[config.mk]
export PLATFORM = sky130hd
export DESIGN_NAME = mgarch_covariance_update
export DESIGN_NICKNAME = d
export VERILOG_FILES = /design/src/rtl/core/mgcov_pkg.sv /design/src/rtl/core/mgarch_covariance_update.sv
export SDC_FILE = /design/constraint.sdc
export NUM_CORES = 2
export LEC_CHECK = 0
export ABC_CLOCK_PERIOD_IN_PS = 17300
export CORE_MARGIN = 1
export CORE_UTILIZATION = 30
export CTS_CLUSTER_SIZE = 16
export DETAILED_ROUTE_END_ITERATION = 6
export DONT_BUFFER_PORTS = 1
export GPL_TIMING_DRIVEN = 0
export PLACE_DENSITY = 0.41
export SLEW_MARGIN = 30
export SYNTH_ARGS = -nofsm -noshare
export SYNTH_HDL_FRONTEND = slang
export SYNTH_SLANG_ARGS = --single-unit
[constraint.sdc]
create_clock -name clk_i -period 17.3 [get_ports clk_i]
set_input_delay 2.595 -clock clk_i [delete_from_list [all_inputs] [get_ports clk_i]]
set_output_delay 2.595 -clock clk_i [all_outputs]
set_load 0.005 [all_outputs]
[src/rtl/core/mgcov_pkg.sv]
// ----------------------------------------------------------------------------
// mgcov_pkg
// shared types and constants of the two-asset garch(1,1) covariance recursion
// ----------------------------------------------------------------------------
package mgcov_pkg;

  localparam int unsigned RetW    = 16;
  localparam int unsigned CoefW   = 16;
  localparam int unsigned CovW    = 32;
  localparam int unsigned CfgW    = 64;
  localparam int unsigned CfgIdxW = 2;
  localparam int unsigned ProdW   = CoefW + CovW;
  localparam int unsigned AccW    = ProdW + 2;
  localparam int unsigned FracDrop = 14;
  localparam int unsigned CAlign  = 24;
  localparam int unsigned RndW    = AccW - FracDrop;

  localparam logic [CfgIdxW-1:0] CfgIdxC = 2'd0;
  localparam logic [CfgIdxW-1:0] CfgIdxA = 2'd1;
  localparam logic [CfgIdxW-1:0] CfgIdxB = 2'd2;

  localparam logic [CfgW-1:0] CResetVal = 64'h00A4_0000_0000_00A4;
  localparam logic [CfgW-1:0] AResetVal = 64'h0CCD_0000_0000_0CCD;
  localparam logic [CfgW-1:0] BResetVal = 64'h3000_0000_0000_3000;

  localparam logic signed [CovW-1:0] OneQ24  = 32'sh0100_0000;
  localparam logic signed [CovW-1:0] CovMax  = 32'sh7FFF_FFFF;
  localparam logic signed [CovW-1:0] CovMin  = 32'sh8000_0000;
  localparam logic [CAlign-1:0]      RndBias = 24'h00_2000;

  typedef struct packed {
    logic       valid;
    logic       outer;
    logic [3:0] step;
  } mgcov_tag_t;

  function automatic logic signed [CoefW-1:0] coef_sel(input logic [CfgW-1:0] regv,
                                                       input logic [1:0] e);
    coef_sel = signed'(regv[{e, 4'b0000} +: CoefW]);
  endfunction

endpackage

[src/rtl/core/mgarch_covariance_update.sv]
// ----------------------------------------------------------------------------
// mgarch_covariance_update
// two-asset garch(1,1) covariance recursion on one shared 16x32 multiplier
// ----------------------------------------------------------------------------
//  channel  | signals                                   | direction
//  ---------+-------------------------------------------+----------
//  cfg      | cfg_valid_i cfg_ready_o cfg_index_i cfg_data_i | in
//  in       | in_valid_i in_ready_o ret_first_i ret_second_i | in
//  out      | out_valid_o out_ready_i cov_r*_o saturated_o   | out
//
//  an item runs 3 outer products and 16 coefficient products through
//  the single multiplier, then a drain state, then the load of the
//  output register; the next beat is taken only back in idle
//  reset loads default coefficients and identity covariance, no clearing pass
//  a stalled output holds the block in its final state until the beat is taken
// ----------------------------------------------------------------------------
module mgarch_covariance_update
  import mgcov_pkg::*;
#(
  parameter int unsigned ASSETS = 2
) (
  input  logic                       clk_i,
  input  logic                       rst_ni,
  input  logic                       cfg_valid_i,
  output logic                       cfg_ready_o,
  input  logic [CfgIdxW-1:0]         cfg_index_i,
  input  logic [CfgW-1:0]            cfg_data_i,
  input  logic                       in_valid_i,
  output logic                       in_ready_o,
  input  logic signed [RetW-1:0]     ret_first_i,
  input  logic signed [RetW-1:0]     ret_second_i,
  output logic                       out_valid_o,
  input  logic                       out_ready_i,
  output logic signed [CovW-1:0]     cov_r0c0_o,
  output logic signed [CovW-1:0]     cov_r0c1_o,
  output logic signed [CovW-1:0]     cov_r1c0_o,
  output logic signed [CovW-1:0]     cov_r1c1_o,
  output logic                       saturated_o
);

  localparam int unsigned Dim = (ASSETS > 1) ? 2 : 1;

  typedef enum logic [2:0] {StIdle, StOuter, StMac, StDrain, StDone} state_e;

  state_e                  state_q;
  logic [3:0]              cnt_q;
  mgcov_tag_t              tag_q, issue_tag;
  logic                    clip_q;
  logic                    out_valid_q;
  logic [CfgW-1:0]         c_q, a_q, b_q;
  logic signed [CovW-1:0]  h_q [4];
  logic signed [CovW-1:0]  hn_q [4];
  logic signed [CovW-1:0]  outer_q [3];
  logic signed [CovW-1:0]  out_q [4];
  logic                    out_sat_q;
  logic signed [RetW-1:0]  r0_q, r1_q;
  logic signed [ProdW-1:0] prod_q;
  logic signed [AccW-1:0]  acc_q;

  logic                    in_acc, out_load;
  logic signed [CoefW-1:0] mul_a;
  logic signed [CovW-1:0]  mul_b;
  logic signed [ProdW-1:0] mul_p;
  logic                    mi, mj;
  logic [1:0]              oidx0, oidx1;
  logic [1:0]              wb_t, wb_e;
  logic signed [AccW-1:0]  acc_base, acc_sum;
  logic [RndW-1:0]         rnd;
  logic                    ovf, keep;
  logic signed [CovW-1:0]  wb_val;

  assign in_ready_o  = (state_q == StIdle);
  assign cfg_ready_o = 1'b1;
  assign in_acc      = in_valid_i && in_ready_o;
  assign out_load    = (state_q == StDone) && (!out_valid_q || out_ready_i);

  // operand select for the shared multiplier
  assign mi    = cnt_q[3];
  assign mj    = cnt_q[2];
  assign oidx0 = {1'b0, mj};
  assign oidx1 = 2'd1 + {1'b0, mj};

  always_comb begin
    mul_a           = '0;
    mul_b           = '0;
    issue_tag       = '0;
    issue_tag.step  = cnt_q;
    case (state_q)
      StOuter: begin
        issue_tag.valid = 1'b1;
        issue_tag.outer = 1'b1;
        case (cnt_q[1:0])
          2'd0: begin
            mul_a = r0_q;
            mul_b = CovW'(r0_q);
          end
          2'd1: begin
            mul_a = r0_q;
            mul_b = CovW'(r1_q);
          end
          default: begin
            mul_a = r1_q;
            mul_b = CovW'(r1_q);
          end
        endcase
      end
      StMac: begin
        issue_tag.valid = 1'b1;
        case (cnt_q[1:0])
          2'd0: begin
            mul_a = coef_sel(a_q, {mi, 1'b0});
            mul_b = outer_q[oidx0];
          end
          2'd1: begin
            mul_a = coef_sel(a_q, {mi, 1'b1});
            mul_b = outer_q[oidx1];
          end
          2'd2: begin
            mul_a = coef_sel(b_q, {mi, 1'b0});
            mul_b = h_q[{1'b0, mj}];
          end
          default: begin
            mul_a = coef_sel(b_q, {mi, 1'b1});
            mul_b = h_q[{1'b1, mj}];
          end
        endcase
      end
      default: begin
        issue_tag.valid = 1'b0;
      end
    endcase
  end

  assign mul_p = mul_a * mul_b;

  // accumulate, round half up and saturate
  assign wb_t     = tag_q.step[1:0];
  assign wb_e     = tag_q.step[3:2];
  assign acc_base = (wb_t == 2'd0)
                  ? signed'({(AccW-CAlign)'(coef_sel(c_q, wb_e)), RndBias})
                  : acc_q;
  assign acc_sum  = acc_base + AccW'(prod_q);
  assign rnd      = acc_sum[AccW-1:FracDrop];
  assign ovf      = !((&rnd[RndW-1:CovW-1]) || !(|rnd[RndW-1:CovW-1]));
  assign keep     = (Dim > 1) || (wb_e == 2'd0);
  assign wb_val   = !keep ? '0 : (ovf ? (rnd[RndW-1] ? CovMin : CovMax)
                                      : signed'(rnd[CovW-1:0]));

  always_ff @(posedge clk_i or negedge rst_ni) begin
    if (!rst_ni) begin
      state_q     <= StIdle;
      cnt_q       <= '0;
      tag_q       <= '0;
      clip_q      <= 1'b0;
      out_valid_q <= 1'b0;
      c_q         <= CResetVal;
      a_q         <= AResetVal;
      b_q         <= BResetVal;
      h_q[0]      <= OneQ24;
      h_q[1]      <= '0;
      h_q[2]      <= '0;
      h_q[3]      <= (Dim > 1) ? OneQ24 : '0;
    end else begin
      tag_q <= issue_tag;
      if (cfg_valid_i) begin
        case (cfg_index_i)
          CfgIdxC: c_q <= cfg_data_i;
          CfgIdxA: a_q <= cfg_data_i;
          CfgIdxB: b_q <= cfg_data_i;
          default: ;
        endcase
      end
      if (out_valid_q && out_ready_i && !out_load) begin
        out_valid_q <= 1'b0;
      end
      if (tag_q.valid && !tag_q.outer && (wb_t == 2'd3) && keep && ovf) begin
        clip_q <= 1'b1;
      end
      case (state_q)
        StIdle: begin
          if (in_acc) begin
            clip_q  <= 1'b0;
            cnt_q   <= '0;
            state_q <= StOuter;
          end
        end
        StOuter: begin
          if (cnt_q == 4'd2) begin
            cnt_q   <= '0;
            state_q <= StMac;
          end else begin
            cnt_q <= cnt_q + 4'd1;
          end
        end
        StMac: begin
          cnt_q <= cnt_q + 4'd1;
          if (cnt_q == 4'd15) begin
            state_q <= StDrain;
          end
        end
        StDrain: begin
          state_q <= StDone;
        end
        StDone: begin
          if (out_load) begin
            out_valid_q <= 1'b1;
            h_q         <= hn_q;
            state_q     <= StIdle;
          end
        end
        default: begin
          state_q <= StIdle;
        end
      endcase
    end
  end

  // payload, no reset
  always_ff @(posedge clk_i) begin
    prod_q <= mul_p;
    if (in_acc) begin
      r0_q <= ret_first_i;
      r1_q <= (Dim > 1) ? ret_second_i : '0;
    end
    if (tag_q.valid) begin
      if (tag_q.outer) begin
        outer_q[tag_q.step[1:0]] <= prod_q[CovW-1:0];
      end else begin
        acc_q <= acc_sum;
        if (wb_t == 2'd3) begin
          hn_q[wb_e] <= wb_val;
        end
      end
    end
    if (out_load) begin
      out_q     <= h_q;
      out_sat_q <= clip_q;
    end
  end

  assign out_valid_o = out_valid_q;
  assign cov_r0c0_o  = out_q[0];
  assign cov_r0c1_o  = out_q[1];
  assign cov_r1c0_o  = out_q[2];
  assign cov_r1c1_o  = out_q[3];
  assign saturated_o = out_sat_q;

  a_busy_after_in: assert property (@(posedge clk_i) disable iff (!rst_ni)
    in_valid_i && in_ready_o |=> !in_ready_o)
    else $error("input taken while sequencer busy");

  a_out_from_done: assert property (@(posedge clk_i) disable iff (!rst_ni)
    $rose(out_valid_o) |-> $past(state_q == StDone))
    else $error("result raised outside final state");

  a_tag_in_compute: assert property (@(posedge clk_i) disable iff (!rst_ni)
    tag_q.valid |-> (state_q == StOuter || state_q == StMac || state_q == StDrain))
    else $error("product written back outside compute");

  a_single_asset: assert property (@(posedge clk_i) disable iff (!rst_ni)
    (Dim == 1) |-> (h_q[1] == '0 && h_q[2] == '0 && h_q[3] == '0))
    else $error("unused covariance entries not zero");

endmodule
* Word-level counts from Yosys, hierarchy flattened *
Memory sizes are Yosys's and may differ from the RTL's.
Cells that the tools add are included.

storage, ports and cells
  flip-flop bits (word level) = 722
  latch bits = 0
  bits in writable memories = 96
  ROM bits = 0
  input port bits = 103
  memories kept = 1

memories
  memory   depth  width  rd ports  clocked after Yosys merged registers in  write ports  RTL line                        source
  outer_q  3      32     2         0                                        1            mgarch_covariance_update.sv:53  logic signed [CovW-1:0] outer_q [3];

operators by class
  add/subtract/negate cells = 3
  multiply operators = 1
  divide/modulo/power cells = 0
  order comparisons = 4
  eq/ne operators = 15
  shift-type cells = 5
  mux-type cells = 37
  bitwise gates (word level) = 4
  reductions and logical operators = 32

operators by type and width
  kind                                                                    number
  64-bit by 7-bit variable part select with 16-bit output                 5
  32-bit 2-to-1 mux                                                       8
  32-bit binary-select mux with 2-bit select                              2
  128-bit bitwise mux                                                     1
  32-bit one-hot mux with 3 select lines                                  1
  32-bit demux with 2-bit select                                          1
  32-bit one-hot mux with 2 select lines                                  1
  50-bit by 48-bit adder with 50-bit output                               1
  50-bit 2-to-1 mux                                                       1
  16-bit by 32-bit multiplier with 48-bit output                          1
  16-bit one-hot mux with 3 select lines                                  1
  16-bit one-hot mux with 2 select lines                                  1
  16-bit 2-to-1 mux                                                       1
  3-bit one-hot mux with 5 select lines                                   1
  3-bit 2-to-1 mux                                                        4
  4-bit one-hot mux with 3 select lines                                   1
  2-bit AND reduction                                                     6
  1-bit 2-to-1 mux                                                        11
  3-bit >= comparator (second input constant)                             3
  1-bit logical AND                                                       8
  4-bit 2-to-1 mux                                                        2
  2-bit equality test (second input constant)                             3
  3-bit by 2-bit equality test with 1-bit output (second input constant)  2
  2-bit logical NOT                                                       3
  22 further kinds                                                        32

* Logic depth before layout (Yosys ltp) *
  depth in word-level cells = 11
  gate-level depth with buffers = 36
  mapped depth without buffers = 32

* Least setup slack after synthesis *
Ideal clock, no wire load.

  kind = reg-to-reg
  from = register cnt_q[1]
  to = register prod_q[47]
  library setup time = 128 ps
  arrival time = 7918 ps
  slack = 9254 ps
  stages on the path, launching flop included = 32
  buffers on the path = 5
  clock period less this slack = 8046 ps
  cells stage by stage = dfrtp_1 inv_1 ha_1 clkbuf_1 clkbuf_1 clkbuf_1 clkbuf_1 nand2_1 o211a_1 o32ai_2 buf_2 nand2_1 fa_1 inv_1 fa_1 inv_1 fa_1 inv_1 fa_1 fa_1 inv_1 fa_1 inv_1 ha_1 o21a_1 o21ai_0 or4b_2 a2bb2oi_1 a31oi_1 a221o_1 mux2i_1 nand4_1

on the way
  word-level cells in the longest chain between the ends = 5
  elaborated cells between the ends (all ways) = 11

RTL lines
  what                                                                                 RTL line                                                         source
  from (decl)                                                                          mgarch_covariance_update.sv:46                                   logic [3:0] cnt_q;
  from (signal assigned)                                                               mgarch_covariance_update.sv:192                                  cnt_q <= cnt_q + 4'd1;
  from (signal assigned)                                                               mgarch_covariance_update.sv:196                                  cnt_q <= cnt_q + 4'd1;
  2-bit by 1-bit equality test with 1-bit output or 2-bit logical NOT (tied branches)  mgarch_covariance_update.sv:92, mgarch_covariance_update.sv:109
  2-bit OR reduction (no line)                                                         --
  16-bit 2-to-1 mux                                                                    mgarch_covariance_update.sv:92                                   case (cnt_q[1:0])
  16-bit one-hot mux with 2 select lines                                               mgarch_covariance_update.sv:88                                   case (state_q)
  16-bit by 32-bit multiplier with 48-bit output (*)                                   mgarch_covariance_update.sv:134                                  assign mul_p = mul_a * mul_b;
  named net mul_p[47]                                                                  mgarch_covariance_update.sv:63                                   logic signed [ProdW-1:0] mul_p;
  to (signal assigned)                                                                 mgarch_covariance_update.sv:220                                  prod_q <= mul_p;
  to (decl)                                                                            mgarch_covariance_update.sv:57                                   logic signed [ProdW-1:0] prod_q;

The timed path passes the listed nets; every way through them passes the cells marked *.
A chain may end at the register's enable or synchronous reset.

* Worst setup path after layout *
  from = register cnt_q[0]
  to = register prod_q[47]

The elaborated chain is that of the path after synthesis.

==> run_results.csv <==
group,metric,value,unit
setup_path,path_depth,31,
run,cap_viol_max_count,0,
clocking,clock-root-buffer,"clkbuf_16",
sta,fin_ws,5824,ps
setup_path,crit_path_frequent_cell,"fa_1",
sta,rsz0062_at_grt,"no",
setup_path,r2r_start,"cnt_q[0]",
place,globalplace.congestion,0.9366,
route,drtIter0Drc,2767,
floorplanning,start_util,30.24,%
sta,setup_violations,0,
synthesis,synth_nets,5481,
sta,tightest_slew,1092,ps
setup_path,critPathLaunchType,"register",
synthesis,synthFlopType,"edfxtp_1",
final_layout,layout_commonest_cell,"nand2_1",
sta,finalHoldViolCount,0,
sta,clock_skew,29.34,ps
sta,period_share,66.34,%
synthesis,yosysTopAreaCell,"edfxtp_1",
outcome,outcome,"complete, but fails checks",
setup_path,critPathCaptureType,"register",
sta,slew_viol_final,0,
final_layout,n_fill_cell,17720,
setup_path,worst-path-buf-inv,10,
setup_path,critPathKind,"register to register",
worst_hold_path,holdCritPathClass,"register to register",
synthesis,syn_area,52670,um^2
final_layout,multiInputGateArea,26950,um^2
route,routed_wl,191300,um
setup_path,slowest_delay,820,ps
floorplanning,die_w,421.0,um
route,avgViaCountPerCell,4.915,
synthesis,netlist_top_cells_area,"edfxtp_1, fa_1, dfrtp_1",
setup_path,path_max_fanout,10,
global_routing,grt_overflow_total,0,
global_routing,grt_util_all_layers,21.46,%
setup_path,r2r_slack,5820,ps
place,dp_hpwl,153200,um
clocking,clk_latency,700,ps
synthesis,syn_inst,4724,
final_layout,area_growth,12.51,%
clocking,ctsHoldBuffers,0,
setup_path,required,17800,ps
clocking,postCtsSetupBuffers,0,
sta,hold_ws,378.6,ps
synthesis,async_flop_share,40.95,%
clocking,cts_buffers,83,
final_layout,layout_common_cells,"nand2_1, inv_1, fa_1, edfxtp_1, nor2_1",
worst_hold_path,hold_depth,0,
global_routing,grt_pass1_vias,36910,
route,dr.pass1.iters,7,
outcome,violations,"DRC",
floorplanning,die_area,177300,um^2
sta,slew_headroom,26.96,%
worst_hold_path,holdPathEnd,"tag_q[3]",
synthesis,synth_edf_count,435,
synthesis,synth-compound-area-share,7.722,%
synthesis,synth_top_cell_area_share,24.80,%
clocking,cts.reportedPaths.clkPinSlew,60,ps
setup_path,cpMaxStageDelayCell,"clkbuf_1",
setup_path,arrival,11970,ps
sta,period_minus_slack,11480,ps
worst_hold_path,hp-start,"cnt_q[3]",
setup_path,rr_endpoint,"prod_q[47]",
synthesis,yosysSeqAreaShare,42.60,%
synthesis,synth_area_per_cell,11.15,um^2
place,pre_cts_slack,5709,ps
final_layout,nNetsFinal,5606,
clocking,clk_path_buf_depth,3,
synthesis,synth_top_family_by_area,"adder cells",
floorplanning,rows,153,
clocking,clock_sinks,818,
final_layout,drive_gt1_share,13.72,%
floorplanning,core_area,174200,um^2
synthesis,synth_xor_area_share,1.473,%
synthesis,ys_warn_count,0,
place,io_buffers,0,
clocking,cts_tree,"yes",
route,ant_nets,0,
route,drc,1,
synthesis,synthAdderAreaFrac,22.48,%
synthesis,synth_mux_area_share,8.589,%
route,post_drt_wl_per_cell,26.41,um
clocking,postCtsResizedCells,0,
floorplanning,die_h,421.0,um
global_routing,grt_max_degree,336,
synthesis,synth-seq-cells,818,
global_routing,antenna_found_initial,3,
setup_path,crit_family,"adder cells",
clocking,ctsHtreeMaxLevel,3,
global_routing,grt_pass1_wl,275500,um
sta,fmax,0.08714,GHz
setup_path,reg2reg_depth,31,
synthesis,yosysUniqueCellTypes,98,
synthesis,synth-simple-area-share,10.58,%
floorplanning,io_pins,235,
sta,fin_tns_setup,0,ps
route,route.vias.total,35610,
final_layout,regArea,22440,um^2
## logic make-up (layout without fill, tap and decap cells)
kind of cell / after synthesis / after routing
fa+ha+maj: 654 / 654
buf+inv: 893 / 1088
simple gates: 1300 / 1300
flops: 818 / 818
other cells: 1 / 2
compound gates: 600 / 600
mux: 372 / 372
xor+xnor: 86 / 86
## state kept, by name (all words and copies together), names as in the netlist
register and flops:
cov_r0c0_o 32, acc_q 50, hn_q 128, out_valid_o 1, clip_q 1, saturated_o 1, a_q 64, state_q 3
cnt_q 4, r1_q 16, prod_q 48, r0_q 16, b_q 64, cov_r1c1_o 32, h_q 128, c_q 64
tag_q 6, outer_q 96, cov_r1c0_o 32, cov_r0c1_o 32
## metrics by stage
stage | utilization [%] | instance area, um^2 | std cells
after floorplan | - | 52670 | 4724
after global placement | 31.91 | 55580 | 7049
after detailed placement | 32.27 | 56220 | 7087
after CTS | 33.98 | 59190 | 7242
after global routing | 34.02 | 59260 | 7245
final | 34.02 | 59260 | 7245
## area by class of cell
class	instances	area share (%)
multi-input combinational	3013	45.47
sequential	818	37.86
clock inverter	40	0.9500
buffer	246	1.778
timing repair buffer	40	0.8635
tap	2325	4.909
inverter	647	4.098
antenna	1	0.004222
clock buffer	115	4.066
## per-layer routing
metal  routed length, um  vias to the layer above  track usage [%]
met2               93300                      860            36.47
met4                4625                        2            5.560
met3                6859                      178            2.017
li1                    -                    15830                -
met5                  13                        -                0
met1               86510                    18740            29.20
## cell usage after synthesis, types with 23 or more instances
master,number
mux2i_1,74
o21ai_2,27
xnor2_1,53
a21oi_1,159
mux4_2,38
edfxtp_1,435
nor2_1,367
nand2b_1,50
dfrtp_1,309
clkbuf_1,185
nand2_1,669
o21ai_0,132
buf_2,42
nand3_1,29
o21a_1,24
nor2b_1,35
ha_1,167
a21o_1,48
xor2_1,30
dfxtp_1,48
fa_1,487
a222oi_1,41
and2_1,36
nor3_1,23
mux2_2,260
inv_1,646
dfstp_2,26
## worst max path at each step
| stage | startpoint | endpoint | slack (ps) |
|---|---|---|---|
| after global routing | cnt_q[0] | prod_q[47] | 5330 |
| after floorplan | cnt_q[1] | prod_q[47] | 9250 |
| final | cnt_q[0] | prod_q[47] | 5820 |
| after detailed placement | cnt_q[0] | prod_q[47] | 5710 |
| after CTS | cnt_q[0] | prod_q[47] | 5720 |
| after global placement | cnt_q[1] | prod_q[47] | 5040 |
Power is not shown: default switching activity piles up to over one toggle a cycle in this logic, so the estimate is an artifact.
